## src/sv/aqls_pkg.sv

```systemverilog
// Shared types and constants for the adaptive quantizer-matrix level selector.
package aqls_pkg;

	localparam int HISTORY_DEPTH_DEF = 8;
	localparam int QUEUE_DEPTH       = 2;

	localparam int CFG_IDX_W  = 3;
	localparam int CFG_DATA_W = 32;

	localparam logic [CFG_IDX_W-1:0] REG_ADAPTIVE_ENABLE  = 3'd0;
	localparam logic [CFG_IDX_W-1:0] REG_LOOKAHEAD_ACTIVE = 3'd1;
	localparam logic [CFG_IDX_W-1:0] REG_FRAME_WIDTH      = 3'd2;
	localparam logic [CFG_IDX_W-1:0] REG_FRAME_HEIGHT     = 3'd3;
	localparam logic [CFG_IDX_W-1:0] REG_BUFFER_SIZE_KB   = 3'd4;
	localparam logic [CFG_IDX_W-1:0] REG_RATE_MULTIPLIER  = 3'd5;
	localparam logic [CFG_IDX_W-1:0] REG_RATE_NUMERATOR   = 3'd6;
	localparam logic [CFG_IDX_W-1:0] REG_RATE_DENOMINATOR = 3'd7;

	localparam logic [7:0]  QP_VALID_LIMIT = 8'd52;
	localparam logic [7:0]  QP_RESET       = 8'd255;
	localparam logic [7:0]  QP_FLAT        = 8'd50;
	localparam logic [7:0]  QP_WEAK        = 8'd100;
	localparam logic [7:0]  QP_MEDIUM      = 8'd150;
	localparam logic [7:0]  QP_STRONG      = 8'd220;
	localparam logic [20:0] BITRATE_K      = 21'd2000000;
	localparam logic [5:0]  BR_STRONG      = 6'd25;

	localparam logic [4:0] LEVEL_NONE = 5'd16;
	localparam logic [4:0] LEVEL_6    = 5'd6;
	localparam logic [4:0] LEVEL_8    = 5'd8;
	localparam logic [4:0] LEVEL_10   = 5'd10;
	localparam logic [4:0] LEVEL_12   = 5'd12;
	localparam logic [4:0] LEVEL_14   = 5'd14;

	typedef struct packed {
		logic        adaptive_enable;
		logic        lookahead_active;
		logic [13:0] frame_width;
		logic [13:0] frame_height;
		logic [15:0] buffer_size_kb;
		logic [15:0] rate_multiplier;
		logic [31:0] rate_numerator;
		logic [31:0] rate_denominator;
	} cfg_t;

	typedef enum logic [1:0] {
		OP_SHIFT,
		OP_FIXED,
		OP_SELECT
	} op_t;

	typedef struct packed {
		op_t        op;
		logic [7:0] qp;
	} cmd_t;

endpackage

```

## src/sv/aqls_queue.sv

```systemverilog
// Short command queue between the front end and the back end.
module aqls_queue #(
	parameter int DEPTH = aqls_pkg::QUEUE_DEPTH
) (
	input  logic           clk,
	input  logic           arst_n,
	input  logic           push,
	input  aqls_pkg::cmd_t push_cmd,
	output logic           full,
	output logic           head_valid,
	output aqls_pkg::cmd_t head_cmd,
	input  logic           pop
);
	import aqls_pkg::*;

	localparam int PTR_W = (DEPTH > 1) ? $clog2(DEPTH) : 1;
	localparam int CNT_W = $clog2(DEPTH + 1);

	cmd_t             mem_q [DEPTH];
	logic [PTR_W-1:0] wr_ptr_q;
	logic [PTR_W-1:0] rd_ptr_q;
	logic [CNT_W-1:0] count_q;
	logic             do_push;
	logic             do_pop;

	assign full       = count_q == CNT_W'(DEPTH);
	assign head_valid = count_q != '0;
	assign head_cmd   = mem_q[rd_ptr_q];
	assign do_push    = push && !full;
	assign do_pop     = pop && head_valid;

	always_ff @(posedge clk) begin
		if (do_push) begin
			mem_q[wr_ptr_q] <= push_cmd;
		end
	end

	always_ff @(posedge clk or negedge arst_n) begin
		if (!arst_n) begin
			wr_ptr_q <= '0;
			rd_ptr_q <= '0;
			count_q  <= '0;
		end else begin
			if (do_push) begin
				wr_ptr_q <= (wr_ptr_q == PTR_W'(DEPTH - 1)) ? '0 : wr_ptr_q + 1'b1;
			end
			if (do_pop) begin
				rd_ptr_q <= (rd_ptr_q == PTR_W'(DEPTH - 1)) ? '0 : rd_ptr_q + 1'b1;
			end
			if (do_push && !do_pop) begin
				count_q <= count_q + 1'b1;
			end else if (do_pop && !do_push) begin
				count_q <= count_q - 1'b1;
			end
		end
	end

endmodule

```

## config.mk

```make
export PLATFORM = sky130hd
export DESIGN_NAME = aqls_queue
export DESIGN_NICKNAME = d
export VERILOG_FILES = /design/src/sv/aqls_pkg.sv /design/src/sv/aqls_queue.sv
export SDC_FILE = /design/constraint.sdc
export NUM_CORES = 1
export LEC_CHECK = 0
export BUFFER_PORTS_ARGS = -buffer_cell sky130_fd_sc_hd__buf_2
export CAP_MARGIN = 20
export CORE_ASPECT_RATIO = 0.9
export CORE_MARGIN = 2
export CORE_UTILIZATION = 50
export CTS_CLUSTER_DIAMETER = 50
export DETAILED_ROUTE_END_ITERATION = 10
export PLACE_DENSITY = 0.76
export SYNTH_ARGS = -nofsm -noshare
export SYNTH_HDL_FRONTEND = slang
export SYNTH_SLANG_ARGS = --single-unit
```

## constraint.sdc

```tcl
create_clock -name clk -period 1.9 [get_ports clk]
set_clock_uncertainty 0.1 [all_clocks]
set_input_delay 0 -clock clk [delete_from_list [all_inputs] [get_ports clk]]
set_output_delay 0 -clock clk [all_outputs]
set_load 0.1 [all_outputs]
```

# Yosys cells after proc, flatten, opt, wreduce, memory -nomap -nowiden
# Memory sizes are Yosys's and may differ from the RTL's.
# Index checks and enable logic that the tools add are counted.
[totals]
register_bits = 4
memories = 1
out_inout_bits = 12
ram_bits = 20
wordCells = 24
[mem_list]
columns = ["memory", "depth", "word_bits", "rd", "rd_ports_with_merged_regs", "write_ports", "line_no", "rtl"]
rows = [
  ["mem_q", 2, 10, 1, 0, 1, "aqls_queue.sv:19", "cmd_t mem_q [DEPTH];"],
]
[op_classes]
muxes = 6
eq_ne = 1
add_sub_neg = 4
n_reduce_logical = 9
[ops]
columns = ["cell", "count"]
rows = [
  ["1-bit logical AND", 4],
  ["1-bit 2-to-1 mux", 4],
  ["2-bit 2-to-1 mux", 2],
  ["2-bit nonzero test", 2],
  ["1-bit logical NOT", 3],
  ["1-bit adder, second input constant", 2],
  ["2-bit by 1-bit adder with 2-bit output, second input constant", 1],
  ["2-bit == test, second input constant", 1],
  ["2-bit by 1-bit subtractor with 2-bit output, second input constant", 1],
]

# Logic depth before layout (Yosys ltp)
[depth]
word_depth = 7
mapped_depth = 7

# Least setup slack after synthesis
# OpenSTA, ideal clock, no wires.
[synth_path]
path_kind = "flip-flop to flip-flop"
startpoint = "register count_q[1]"
endpoint = "register count_q[1]"
arrival_time_ns = 1.352
period_less_slack_ns = 1.578
path_stages_with_launch = 7
setup_time_ns = 0.125
path_buffers = 0
required_ns = 1.675
setup_slack_ns = 0.322
path_cell_list = "dfrtp_1 or2_4 nand2_4 ha_1 xor2_1 nor2_1 xor2_1"
[synth_via]
elab_cells_between_ends = 14
[synth_rtl]
columns = ["element", "line_no", "rtl"]
rows = [
  ["start, declared", "aqls_queue.sv:22", "logic [CNT_W-1:0] count_q;"],
  ["start signal, assigned", "aqls_queue.sv:51", "count_q <= count_q + 1'b1;"],
  ["start signal, assigned", "aqls_queue.sv:53", "count_q <= count_q - 1'b1;"],
  ["2-bit nonzero test (*)", "aqls_queue.sv:27", "assign head_valid = count_q != '0;"],
  ["net head_valid", "aqls_queue.sv:10", "output logic head_valid,"],
  ["1-bit logical AND (*)", "aqls_queue.sv:30", "assign do_pop = pop && head_valid;"],
  ["1-bit logical NOT", "aqls_queue.sv:50", "if (do_push && !do_pop) begin"],
  ["1-bit logical AND", "aqls_queue.sv:50", ""],
  ["2-bit 2-to-1 mux / 2-bit nonzero test (equally long branches)", "-", ""],
]
# The timed path passes the listed nets; every way through them passes the cells marked *. The select of a mux whose other input is x is not followed.
# A chain may end at the register's enable or synchronous reset.

==> results.md <==
- Setup Crit Path Kind: flop to output pin
- Worst flop-to-flop path startpoint: count_q[0]
- Area contributors post-synth: edfxtp_1 62%, mux2_4 14%, dfrtp_1 10%
- Clock sinks: 24
- Clock Latency Late Sink: 0.30 ns
- Via count: 530
- WL met2: 808 um
- Fin. max-slew vios: 0
- Filler cells: 143
- Initial Utilization: 51.6%
- TNS Setup: 0 ns
- Vias per std cell: roughly 4.5
- Die height: about 46 um
- Final cell count without fillers: 119
- Share of cells above drive strength 1: 46.8%
- Min-Delay Path Class: input pin to flop
- First-pass GRT wire length: 2.13 mm
- Mapped Avg Cell Area: 19.4 um2
- Storage cell area: around 700 um2
- DRT iter0 DRCs: 6
- Net Count, Synth: 65
- Worst hold start: push_cmd[4]
- Largest net degree at the start of global routing: 14
- M1 WL: 594 um
- Mapped Area: 968 um2
- Met3 wire length: 49 um
- Most common cell after layout, fill and taps aside: buf_2
- Avg WL per Cell: 12.3 um
- Run status: finished, final reports clean
- RSZ-0062 raised after global routing: no
- Clk slew on worst S/H paths: 0.12 ns
- Maximum clock rate: approximately 600 MHz
- Final hold viol count: 0
- Data required time at the worst endpoint: 1.80 ns
- Post-layout min period: between 1.5 and 2 ns
- Normalized max-slew margin: 67.8%
- Worst path cell trace: mux2_2 > buf_2
- Initial antenna violation count: 0
- Final setup vio count: 0
- Clock Root Buffer: clkbuf_4
- Setup crit start: rd_ptr_q
- Data arrival, critical path: between 1.5 and 2 ns
- Cell variety after synth: 15
- Synthesis Warnings: 0
- Flop2flop setup slack: 0.34 ns
- Mapped Cells: 50
- Multi-input logic area: between 200 and 250 um2
- Final HPWL DP: 989 um
- Top sig layer: met4
- Gr ovfl total: 0
- Worst slew pin tran: 0.487 ns
- #FFs+latches synth: 24
- Number of buffers created by CTS: 3
- Detail Route Antenna Nets: 0
- Final #Nets: 110
- Vias in the first global route: 490
- CTS tree: built
- Max incr delay on CP: 0.59 ns
- P&R area growth vs syn: 33.8%
- Seq/Total Area, Yosys: around 72%
- Row cnt: 15
- First-pass iteration count of the detailed router: 3
- Total core area: 0.00188 mm2
- Most frequent cells in the layout: 25 x buf_2, 20 x edfxtp_1, 14 x dlygate4sd3_1
- Synth area leader: edfxtp_1
- MaxCap Viol Count: 0
- RD Place Congestion: 0.660
- CP max FO: 11
- Yosys top cell area share: 62.0%
- H-Tree Depth: 1
- Placed insts: 101
- IO Pins: 26
- Die width: slightly above 50 um
- Drt total wl: approximately 1.5 mm
- DRC: 0
- Crit path launch type: flop
- Critical path capture point type: output pin
- Period utilization: 87.3%
- Clk buf depth: 2
- Die area: between 0.002 and 0.0025 mm2
- # diodes: 0
- Port Buffer Count: 25
- CP max stage cell: dfrtp_2
- Total Routing Usage GR: between 10% and 20%
## per-layer routing
layer	vias to the layer above	track usage, %
met1	244	14.9
met2	16	25.0
li1	268	-
met4	0	6.49
met5	-	0
met3	2	1.97
## cells in the mapped netlist
cell,number
nand2_2,1
mux2_2,1
nor2_1,2
nand2_4,1
xor2_1,2
xnor2_1,3
ha_1,1
inv_1,2
mux2_4,9
nand2b_1,1
dfrtp_1,4
or2_4,1
edfxtp_1,20
buf_6,1
and3_1,1
## per-stage QoR
stage	setup WS (ns)	hold slack, ns	area [um2]	util [%]
3_5_place_dp	0.369	-0.293	1130	60.1
5_1_grt	0.177	0.305	1300	69.1
3_3_place_gp	0.380	-0.292	1130	60.1
4_1_cts	0.0437	0.299	1290	69.0
2_1_floorplan	0.322	-0.396	968	-
6_report	0.241	0.314	1300	69.1
## logic make-up after synthesis
group / Yosys count / synth area share [%]
simple gates: 7 / 4.78
flops: 24 / 72.4
xor+xnor: 5 / 4.52
buf+inv: 3 / 1.94
mux: 10 / 15.1
fa+ha+maj: 1 / 1.29
## critical path, delay by kind of cell, from the launching register on
family,cells,cell delay [ns]
buf+inv,1,0.29
flops,1,0.59
mux,1,0.38
## worst paths after layout
kind	cells past startpoint	endpoint
max	2	head_cmd[3]
min in group asynchronous	3	wr_ptr_q
max in group asynchronous	3	rd_ptr_q
max reg2reg	7	count_q[1]
min reg2reg	1	count_q[1]
min	2	mem_q[0][4]
## registers in the layout, summed over array words and instances, names as in the netlist
signal	count
mem_q	20
count_q	2
wr_ptr_q	1
rd_ptr_q	1
## layout make-up
cell class              count  share of cell area, %
flip-flops and latches     24                   54.2
multi-input cells          23                   19.2
well taps                  25                   2.41
inverters                   2                  0.579
repair buffers             41                   21.6
clock buffers               4                   2.03
## what timing repair did
item	CTS	global route
resized for setup	0	1
hold endpoints to repair	26	0
endpoints found under the setup margin	0	10
setup buffers	0	0
hold buffers	14	0
Power is not shown: default switching activity piles up to over one toggle a cycle in this logic, so the estimate is an artifact.
