$ cat config.mk
export PLATFORM = sky130hd
export DESIGN_NAME = aqls_front
export DESIGN_NICKNAME = d
export VERILOG_FILES = /design/src/sv/aqls_pkg.sv /design/src/sv/aqls_front.sv
export SDC_FILE = /design/constraint.sdc
export NUM_CORES = 1
export LEC_CHECK = 0
export BUFFER_PORTS_ARGS = -buffer_cell sky130_fd_sc_hd__buf_2
export CORE_MARGIN = 10
export CORE_UTILIZATION = 40
export CTS_CLUSTER_SIZE = 20
export DETAILED_ROUTE_END_ITERATION = 7
export PLACE_DENSITY = 0.67
export SETUP_SLACK_MARGIN = 0.5
export SLEW_MARGIN = 20
export SYNTH_ARGS = -nofsm -noshare
export SYNTH_HDL_FRONTEND = slang
export SYNTH_SLANG_ARGS = --single-unit
$ cat constraint.sdc
create_clock -name clk -period 1.2 [get_ports clk]
set_clock_uncertainty 0.1 [all_clocks]
set_input_delay 0.18 -clock clk [delete_from_list [all_inputs] [get_ports clk]]
set_output_delay 0.18 -clock clk [all_outputs]
set_load 0.01 [all_outputs]
$ cat src/sv/aqls_pkg.sv
// Shared types and constants for the adaptive quantizer-matrix level selector.
package aqls_pkg;

	localparam int HISTORY_DEPTH_DEF = 8;
	localparam int QUEUE_DEPTH       = 2;

	localparam int CFG_IDX_W  = 3;
	localparam int CFG_DATA_W = 32;

	localparam logic [CFG_IDX_W-1:0] REG_ADAPTIVE_ENABLE  = 3'd0;
	localparam logic [CFG_IDX_W-1:0] REG_LOOKAHEAD_ACTIVE = 3'd1;
	localparam logic [CFG_IDX_W-1:0] REG_FRAME_WIDTH      = 3'd2;
	localparam logic [CFG_IDX_W-1:0] REG_FRAME_HEIGHT     = 3'd3;
	localparam logic [CFG_IDX_W-1:0] REG_BUFFER_SIZE_KB   = 3'd4;
	localparam logic [CFG_IDX_W-1:0] REG_RATE_MULTIPLIER  = 3'd5;
	localparam logic [CFG_IDX_W-1:0] REG_RATE_NUMERATOR   = 3'd6;
	localparam logic [CFG_IDX_W-1:0] REG_RATE_DENOMINATOR = 3'd7;

	localparam logic [7:0]  QP_VALID_LIMIT = 8'd52;
	localparam logic [7:0]  QP_RESET       = 8'd255;
	localparam logic [7:0]  QP_FLAT        = 8'd50;
	localparam logic [7:0]  QP_WEAK        = 8'd100;
	localparam logic [7:0]  QP_MEDIUM      = 8'd150;
	localparam logic [7:0]  QP_STRONG      = 8'd220;
	localparam logic [20:0] BITRATE_K      = 21'd2000000;
	localparam logic [5:0]  BR_STRONG      = 6'd25;

	localparam logic [4:0] LEVEL_NONE = 5'd16;
	localparam logic [4:0] LEVEL_6    = 5'd6;
	localparam logic [4:0] LEVEL_8    = 5'd8;
	localparam logic [4:0] LEVEL_10   = 5'd10;
	localparam logic [4:0] LEVEL_12   = 5'd12;
	localparam logic [4:0] LEVEL_14   = 5'd14;

	typedef struct packed {
		logic        adaptive_enable;
		logic        lookahead_active;
		logic [13:0] frame_width;
		logic [13:0] frame_height;
		logic [15:0] buffer_size_kb;
		logic [15:0] rate_multiplier;
		logic [31:0] rate_numerator;
		logic [31:0] rate_denominator;
	} cfg_t;

	typedef enum logic [1:0] {
		OP_SHIFT,
		OP_FIXED,
		OP_SELECT
	} op_t;

	typedef struct packed {
		op_t        op;
		logic [7:0] qp;
	} cmd_t;

endpackage

$ cat src/sv/aqls_front.sv
// Front end: configuration registers and request classification.
module aqls_front (
	input  logic                             clk,
	input  logic                             arst_n,
	input  logic                             cfg_wr_en,
	input  logic [aqls_pkg::CFG_IDX_W-1:0]   cfg_index,
	input  logic [aqls_pkg::CFG_DATA_W-1:0]  cfg_wdata,
	input  logic                             in_valid,
	output logic                             in_stall,
	input  logic                             req_type,
	input  logic [7:0]                       qp_value,
	input  logic                             matrix_preset,
	input  logic                             q_full,
	output logic                             q_push,
	output aqls_pkg::cmd_t                   q_cmd,
	output aqls_pkg::cfg_t                   cfg
);
	import aqls_pkg::*;

	cfg_t cfg_q;
	logic accept;

	always_ff @(posedge clk or negedge arst_n) begin
		if (!arst_n) begin
			cfg_q                  <= '0;
			cfg_q.rate_numerator   <= 32'd30;
			cfg_q.rate_denominator <= 32'd1;
		end else if (cfg_wr_en) begin
			unique case (cfg_index)
				REG_ADAPTIVE_ENABLE:  cfg_q.adaptive_enable  <= cfg_wdata[0];
				REG_LOOKAHEAD_ACTIVE: cfg_q.lookahead_active <= cfg_wdata[0];
				REG_FRAME_WIDTH:      cfg_q.frame_width      <= cfg_wdata[13:0];
				REG_FRAME_HEIGHT:     cfg_q.frame_height     <= cfg_wdata[13:0];
				REG_BUFFER_SIZE_KB:   cfg_q.buffer_size_kb   <= cfg_wdata[15:0];
				REG_RATE_MULTIPLIER:  cfg_q.rate_multiplier  <= cfg_wdata[15:0];
				REG_RATE_NUMERATOR:   cfg_q.rate_numerator   <= cfg_wdata;
				REG_RATE_DENOMINATOR: cfg_q.rate_denominator <= cfg_wdata;
			endcase
		end
	end

	assign cfg      = cfg_q;
	assign in_stall = q_full;
	assign accept   = in_valid && !q_full;

	// drop feedback while look-ahead owns the history
	always_comb begin
		q_cmd.qp = qp_value;
		if (!req_type) begin
			q_cmd.op = OP_SHIFT;
			q_push   = accept && !cfg_q.lookahead_active;
		end else begin
			q_push = accept;
			if (cfg_q.lookahead_active || matrix_preset || !cfg_q.adaptive_enable) begin
				q_cmd.op = OP_FIXED;
			end else begin
				q_cmd.op = OP_SELECT;
			end
		end
	end

endmodule

Word level (Yosys, flattened, before mapping)
Cells that the tools add are included.
- output and inout port bits: 138
- register bits after elaboration: 126
- reductions and logical operators: 16
- mux-type cells: 3
- eq/ne operators: 7
- operator list (cell ; count):
    2-bit AND reduction ; 8
    3-bit == test (second input constant) ; 4
    3-bit by 2-bit == test with 1-bit output (second input constant) ; 2
    2-bit 2-to-1 mux ; 2
    3-bit by 1-bit == test with 1-bit output (second input constant) ; 1
    1-bit zero test ; 3
    3-bit zero test ; 1
    1-bit logical AND ; 2
    1-bit logical OR ; 2
    1-bit 2-to-1 mux ; 1

Logic depth before layout (Yosys ltp)
Gate-level depths: netlist of run 1.
- word-level depth: 4
- gate-level depth with buffers: 5
- depth with buffers taken out: 2

Least setup slack after synthesis of run 1
No wires, ideal clock.
- kind: input -> register
- start: input port cfg_index[1] (netlist name)
- end: register cfg_q (netlist bit cfg[85])
- stages on the path: 5
- arrival time: 1.154 ns
- setup slack: -0.180 ns
- path buffers: 3
- library setup time: 0.125 ns
- required time: 0.975 ns
- cell sequence: buf_4 -> and4bb_1 -> buf_6 -> buf_8 -> mux2_4
- word-level cells in the longest chain between the ends: 2
- ends and longest elaborated chain (element ; RTL line ; source):
    start, declared ; aqls_front.sv:6 ; input logic [aqls_pkg::CFG_IDX_W-1:0] cfg_index,
    3-bit == test ; aqls_front.sv:29 ; unique case (cfg_index)
    2-bit AND reduction (no line) ; - ;
    end, declared ; aqls_front.sv:20 ; cfg_t cfg_q;
Every way passes these cells.
A chain may end at the register's enable or synchronous reset.

Final worst setup path of run 1
- start: register cfg_q (netlist bit cfg[124])
- end: output port q_push
- word-level cells in the longest chain between the ends: 3
- ends and longest elaborated chain (element ; RTL line ; source):
    1-bit zero test ; aqls_front.sv:51 ; q_push = accept && !cfg_q.lookahead_active;
    1-bit logical AND ; aqls_front.sv:51 ;
    1-bit 2-to-1 mux ; aqls_front.sv:49 ; if (!req_type) begin
    end, declared ; aqls_front.sv:14 ; output logic q_push,
Every way passes these cells.

==> reports/results.txt, run 1 <==
Outcome: finished, violations left
Violated checks: negative hold slack, negative setup slack
Peak supply drop: 767 uV
Commonest non-fill, non-tap cells in the layout: buf_6, dfrtp_1, buf_2, mux2_4, mux2_2
Sink Count: 126
Crit Path Max Fanout: 4
Final Cycle Share: 1.29
Reg2reg start: cfg[118]$_DFFE_PN0P_
Final HPWL DP: 9400 um
DRC Markers: 0
Worst setup margin: -343 ps
Dominant cell type by area after synthesis: dfrtp_1
Synth Instances: 290
FF/Latch Area: 3160 um^2
Antenna viol nets, final: 0
HP Class: in2async
N_diodes: 0
Design Power: 15.8 mW
Vias: 3565
Vias per inst: 4.76
Crit path DAT: 1260 ps
Worst R2R End: cfg[118]$_DFFE_PN0P_
Fin. max-slew vios: 0
Register bit count reported by yosys: 126
Fillers: 766
Synthesized cell area: 5010 um^2
Reg clk slew, reported paths: 50 ps
Die Y: 132 um
IO Pins: 188
Synthesized area per cell: 17.3 um^2
Post-Route WL: 16000 um
Fin crit period: 1540 ps
Initial DRC Count: 110
Synth area leaders: dfrtp_1, mux2_2, mux2_4
Fin Hold WS: -417 ps
Root Buffer: clkbuf_16
Final nets: 619
Die footprint: 17400 um^2
P&R area growth vs syn: 73.5%
Area of the multi-input gates: 1920 um^2
Largest net degree at the start of global routing: 33
Static Leakage: 4.41 nW
Slew @ Worst Pin: 373 ps
Worst-Skew Late Latency: 410 ps
Setup CP Type: reg2out
1st-pass router iterations: 4
# rows: 40
Depth of the CTS H-tree: 4
Commonest non-fill, non-tap cell in the layout: buf_6
Highest Clock Rate: 648 MHz
Netlist cell types: 19
Fin. Hold Viols: 183
Routability cong.: 0.746
Part of the Yosys area used for sequential elements: 0.631
Initial Utilization: 0.413
PwrDens: 1820 nW/um^2
Setup crit end kind: output pin
Setup crit start kind: flop
Max-cap violations: 0
Setup violations, final: 120
Core area: 12100 um^2
RSZ-0062 raised after global routing: yes
Cts bufs inserted: 17
Layout cell share with drive strength beyond 1: 0.783
Chip Width: 132 um
Port Buffers: 171
GRT overflow: 0
Max Root-Sink Buffers: 2
CTS tree: built
Yosys warning total: 0
Wire per inst: 21.4 um
Mapped Nets: 340
Req. time, crit path: 920 ps
Setup TNS: -4210 ps
First-pass GRT wire length: 23100 um
Initial antenna violation count: 0
Area fraction of the dominant cell type after synthesis: 0.605
Largest register FFs: 126
Total GRT Usage: 0.171
R2R Setup Slk: 90 ps
Number of global-route vias before repair: 3874
Worst slew margin: 0.748
R2R cell count: 3
[critical path, stage by stage (launching register included)]
cell	delay (ps)
dfrtp_1	420
nor2b_4	150
nor3b_2	130
buf_2	150
[logic make-up (layout without fill, tap and decap cells)]
group           count (synthesis)  count (layout)  share of synthesized area
compound gates                  1               1                    0.00150
buf+inv                        25             316                     0.0387
flops                         126             126                      0.631
mux                           126             126                      0.298
simple gates                   12              12                     0.0302
[final cells by class]
class	instances	area share
multi-input cells	139	0.221
well taps	168	0.0242
clock buffers	25	0.0582
flip-flops and latches	126	0.364
clock inverters	6	0.00663
repair buffers	285	0.326
[worst max path at each step]
stage / from / to / slack (ps) / depth (start not counted)
after global routing: cfg[124]$_DFFE_PN0P_ / q_push / -430 / 3
final: cfg[124]$_DFFE_PN0P_ / q_push / -340 / 3
after detailed placement: cfg_index[2] / cfg[104]$_DFFE_PN0P_ / -230 / 4
after CTS: cfg[124]$_DFFE_PN0P_ / q_push / -350 / 3
after floorplan: cfg_index[1] / cfg[85]$_DFFE_PN0P_ / -150 / 5
after global placement: cfg_index[1] / cfg[81]$_DFFE_PN0P_ / -190 / 4
[cells in the mapped netlist (all sizes together)]
master,instances
mux2,126
dfrtp,121
buf,25
dfstp,5
nand4b,3
and4bb,2
a21boi,1
and3,1
nand4,1
nor2,1
nor2b,1
nor3b,1
nor4b,1
nor4bb,1
[layer usage]
layer  vias to the layer above  GRT usage  share of wire  routed length (um)
met4                         0     0.0501          0.014                 232
met3                        20     0.0751          0.070                1120
met2                       126      0.275           0.51                8180
met5                         -          0              0                   0
met1                      1837      0.202           0.41                6500
li1                       1582          -              -                   -
[metrics by stage]
step	cell area (um^2)	worst slack, ps	cells	util	hold WS (ps)
2_1_floorplan	5130	-154	290	-	-216
3_3_place_gp	6200	-186	622	0.512	12.3
3_5_place_dp	6200	-233	622	0.512	9.97
4_1_cts	7830	-351	705	0.646	-426
5_1_grt	8680	-429	749	0.717	-413
6_report	8680	-343	749	0.717	-417
[report_power, final]
group / internal, mW / switching, mW / total [mW]
sequential: 5.23 / 0.711 / 5.94
clock: 3.09 / 1.75 / 4.85
combinational: 3.29 / 1.75 / 5.04
[timing repair]
item                                   4_1_cts  5_1_grt
cloned                                      10        1
setup endpoints to repair                  256      256
pin swaps                                    4        4
gates resized for setup                    109      113
setup buffers                               42       43
endpoints found under the hold margin      231      180
No activity file was read; power rests on OpenSTA's default activity.
==> run 2, diff against run 1 <==
--- a/config.mk
+++ b/config.mk
@@ -11,7 +11,6 @@
 export CTS_CLUSTER_SIZE = 20
 export DETAILED_ROUTE_END_ITERATION = 7
 export PLACE_DENSITY = 0.67
-export SETUP_SLACK_MARGIN = 0.5
 export SLEW_MARGIN = 20
 export SYNTH_ARGS = -nofsm -noshare
 export SYNTH_HDL_FRONTEND = slang
==> run 2 against run 1 <==
Net effect:
- the flow finishes with violations (negative setup slack)
- worst hold slack better by 430 ps
- clock power down 9.5%
- setup slack worse by 6.6 ps
- sequential cell count unchanged
- critical path depth unchanged
==> reports/results.txt, run 2 (synthesis results as in run 1) <==
Max Root-Sink Buffers: 2 (unchanged)
Largest register FFs: 126 (unchanged)
Port Buffers: 171 (unchanged)
Area of the multi-input gates: 1700 um^2 (-11%)
Final Cycle Share: 1.29 (+0.00552)
Final nets: 606 (-2.1%)
Cell family with most CP delay: flip-flops
Outcome: finished, violations left
Critical Path Stages: 3 (unchanged)
Highest Clock Rate: 645 MHz (-0.43%)
Initial Utilization: 0.413 (unchanged)
Fin crit period: 1550 ps (+6.62 ps)
Number of global-route vias before repair: 3877 (+0.077%)
Largest net degree at the start of global routing: 42 (+27%)
Req. time, crit path: 920 ps (about the same)
Worst-Skew Late Latency: 410 ps (about the same)
Setup crit end kind: output pin
Initial antenna violation count: 0 (unchanged)
Die footprint: 17400 um^2 (unchanged)
Worst path slowest cell: dfrtp_1
PwrDens: 1860 nW/um^2 (+2.0%)
Total GRT Usage: 0.157 (-0.0137)
Depth of the CTS H-tree: 4 (unchanged)
Fin. max-slew vios: 0 (unchanged)
HP Class: in2reg
1st-pass router iterations: 4 (unchanged)
Setup violations, final: 68 (-43%)
# rows: 40 (unchanged)
Crit Path Max Fanout: 3 (-1)
Vias per inst: 4.68 (-1.6%)
Final HPWL DP: 9280 um (-1.3%)
Static Leakage: 3.81 nW (-13%)
Wire per inst: 18.9 um (-12%)
Reg clk slew, reported paths: 50 ps (about the same)
Sink Count: 126 (unchanged)
Fin. Hold Viols: 0 (-100%)
P&R area growth vs syn: 54.3%
CTS tree: built
N_diodes: 0 (unchanged)
Commonest non-fill, non-tap cells in the layout: dfrtp_1, buf_2, mux2_2, buf_4, buf_6
Post-Route WL: 13900 um (-14%)
IO Pins: 188 (unchanged)
Chip Width: 132 um (unchanged)
First-pass GRT wire length: 21500 um (-7.2%)
Max-cap violations: 0 (unchanged)
Setup crit start kind: flop
Core Util, Final: 0.638 (-0.0791)
Crit path DAT: 1270 ps (about the same)
Initial DRC Count: 99 (-10%)
FF/Latch Area: 3160 um^2 (unchanged)
R2R cell count: 3 (unchanged)
CP Cell Sequence: nor2b_4 > nor3b_2 > buf_2
CP bufs+invs: 1 (unchanged)
Vias: 3436 (-3.6%)
Core area: 12100 um^2 (unchanged)
Worst Hold Depth: 2
Worst setup margin: -350 ps (-6.62 ps)
Longest individual stage delay on the worst path: 410 ps (about the same)
Routability cong.: 0.763 (+2.4%)
Setup CP Type: reg2out
Peak supply drop: 992 uV (+29%)
Fillers: 902 (+18%)
RSZ-0062 raised after global routing: yes
GRT overflow: 0 (unchanged)
Cts bufs inserted: 17 (unchanged)
Violated checks: negative setup slack
Layout cell share with drive strength beyond 1: 0.719 (-0.0641)
Die Y: 132 um (unchanged)
Slew @ Worst Pin: 412 ps (+39.7 ps)
Root Buffer: clkbuf_16
Commonest non-fill, non-tap cell in the layout: dfrtp_1
Setup TNS: -2490 ps (+1710 ps)
Antenna viol nets, final: 0 (unchanged)
DRC Markers: 0 (unchanged)
Worst slew margin: 0.725 (-0.0234)
run 2: changes by cell type in the layout (fill, tap and decap cells not counted), sizes merged:
cell         previous run  this run
dlygate4sd3             0        30
clkinv                  4         6
bufinv                  1         0
buf                   282       242
clkinvlp                1         2
clkbuf                 28        21
run 2: metal layers:
metal	GRT usage	vias to the layer above	routed length, um
li1	-	1551	-
met1	0.181	1730	5730
met2	0.257	135	6910
met3	0.0606	20	981
met4	0.0630	0	238
met5	0	-	0
run 2: final timing paths:
path                                 startpoint              endpoint  slack, ps
min                               cfg_wdata[13]  cfg[123]$_DFFE_PN0P_         20
max reg2reg                 cfg[86]$_DFFE_PN0P_   cfg[86]$_DFFE_PN0P_         60
max                        cfg[124]$_DFFE_PN0P_                q_push       -350
max in group asynchronous                arst_n    cfg[0]$_DFFE_PN1P_        400
min in group asynchronous                arst_n   cfg[17]$_DFFE_PN0P_         70
min reg2reg                 cfg[56]$_DFFE_PN0P_   cfg[56]$_DFFE_PN0P_        400
run 2: final cells by class:
type	instances	share of cell area
flip-flops and latches	126	0.409
repair buffers	272	0.279
multi-input cells	139	0.220
clock buffers	21	0.0596
well taps	168	0.0272
clock inverters	8	0.00583
run 2: per-stage QoR:
step | cells | setup WS, ps | total power, mW | hold WS, ps | cell area, um^2
floorplan | 290 | -154 | 7.29 | -216 | 5080
global placement | 619 | -233 | 8.70 | -50.2 | 6150
detailed placement | 619 | -265 | 8.83 | -53.1 | 6150
CTS | 714 | -374 | 14.1 | 6.20 | 7460
global route | 734 | -446 | 15.1 | 17.1 | 7720
finish | 734 | -350 | 14.4 | 17.4 | 7720
run 2: worst register-to-register path: stages (launching register included):
cell     delay, ps
dfrtp_1        400
buf_4          140
buf_4          120
mux2_4         260
run 2: timing repair:
action / CTS / global route
setup buffers: 36 / 20
endpoints found under the setup margin: 129 / 129
hold buffers: 30 / 0
gates resized for setup: 42 / 21
endpoints found under the hold margin: 222 / 0
pin swaps: 1 / 3
run 2: power by group:
part / switching (mW) / internal (mW)
clock: 1.71 / 2.68
combinational: 1.61 / 2.56
sequential: 0.577 / 5.23
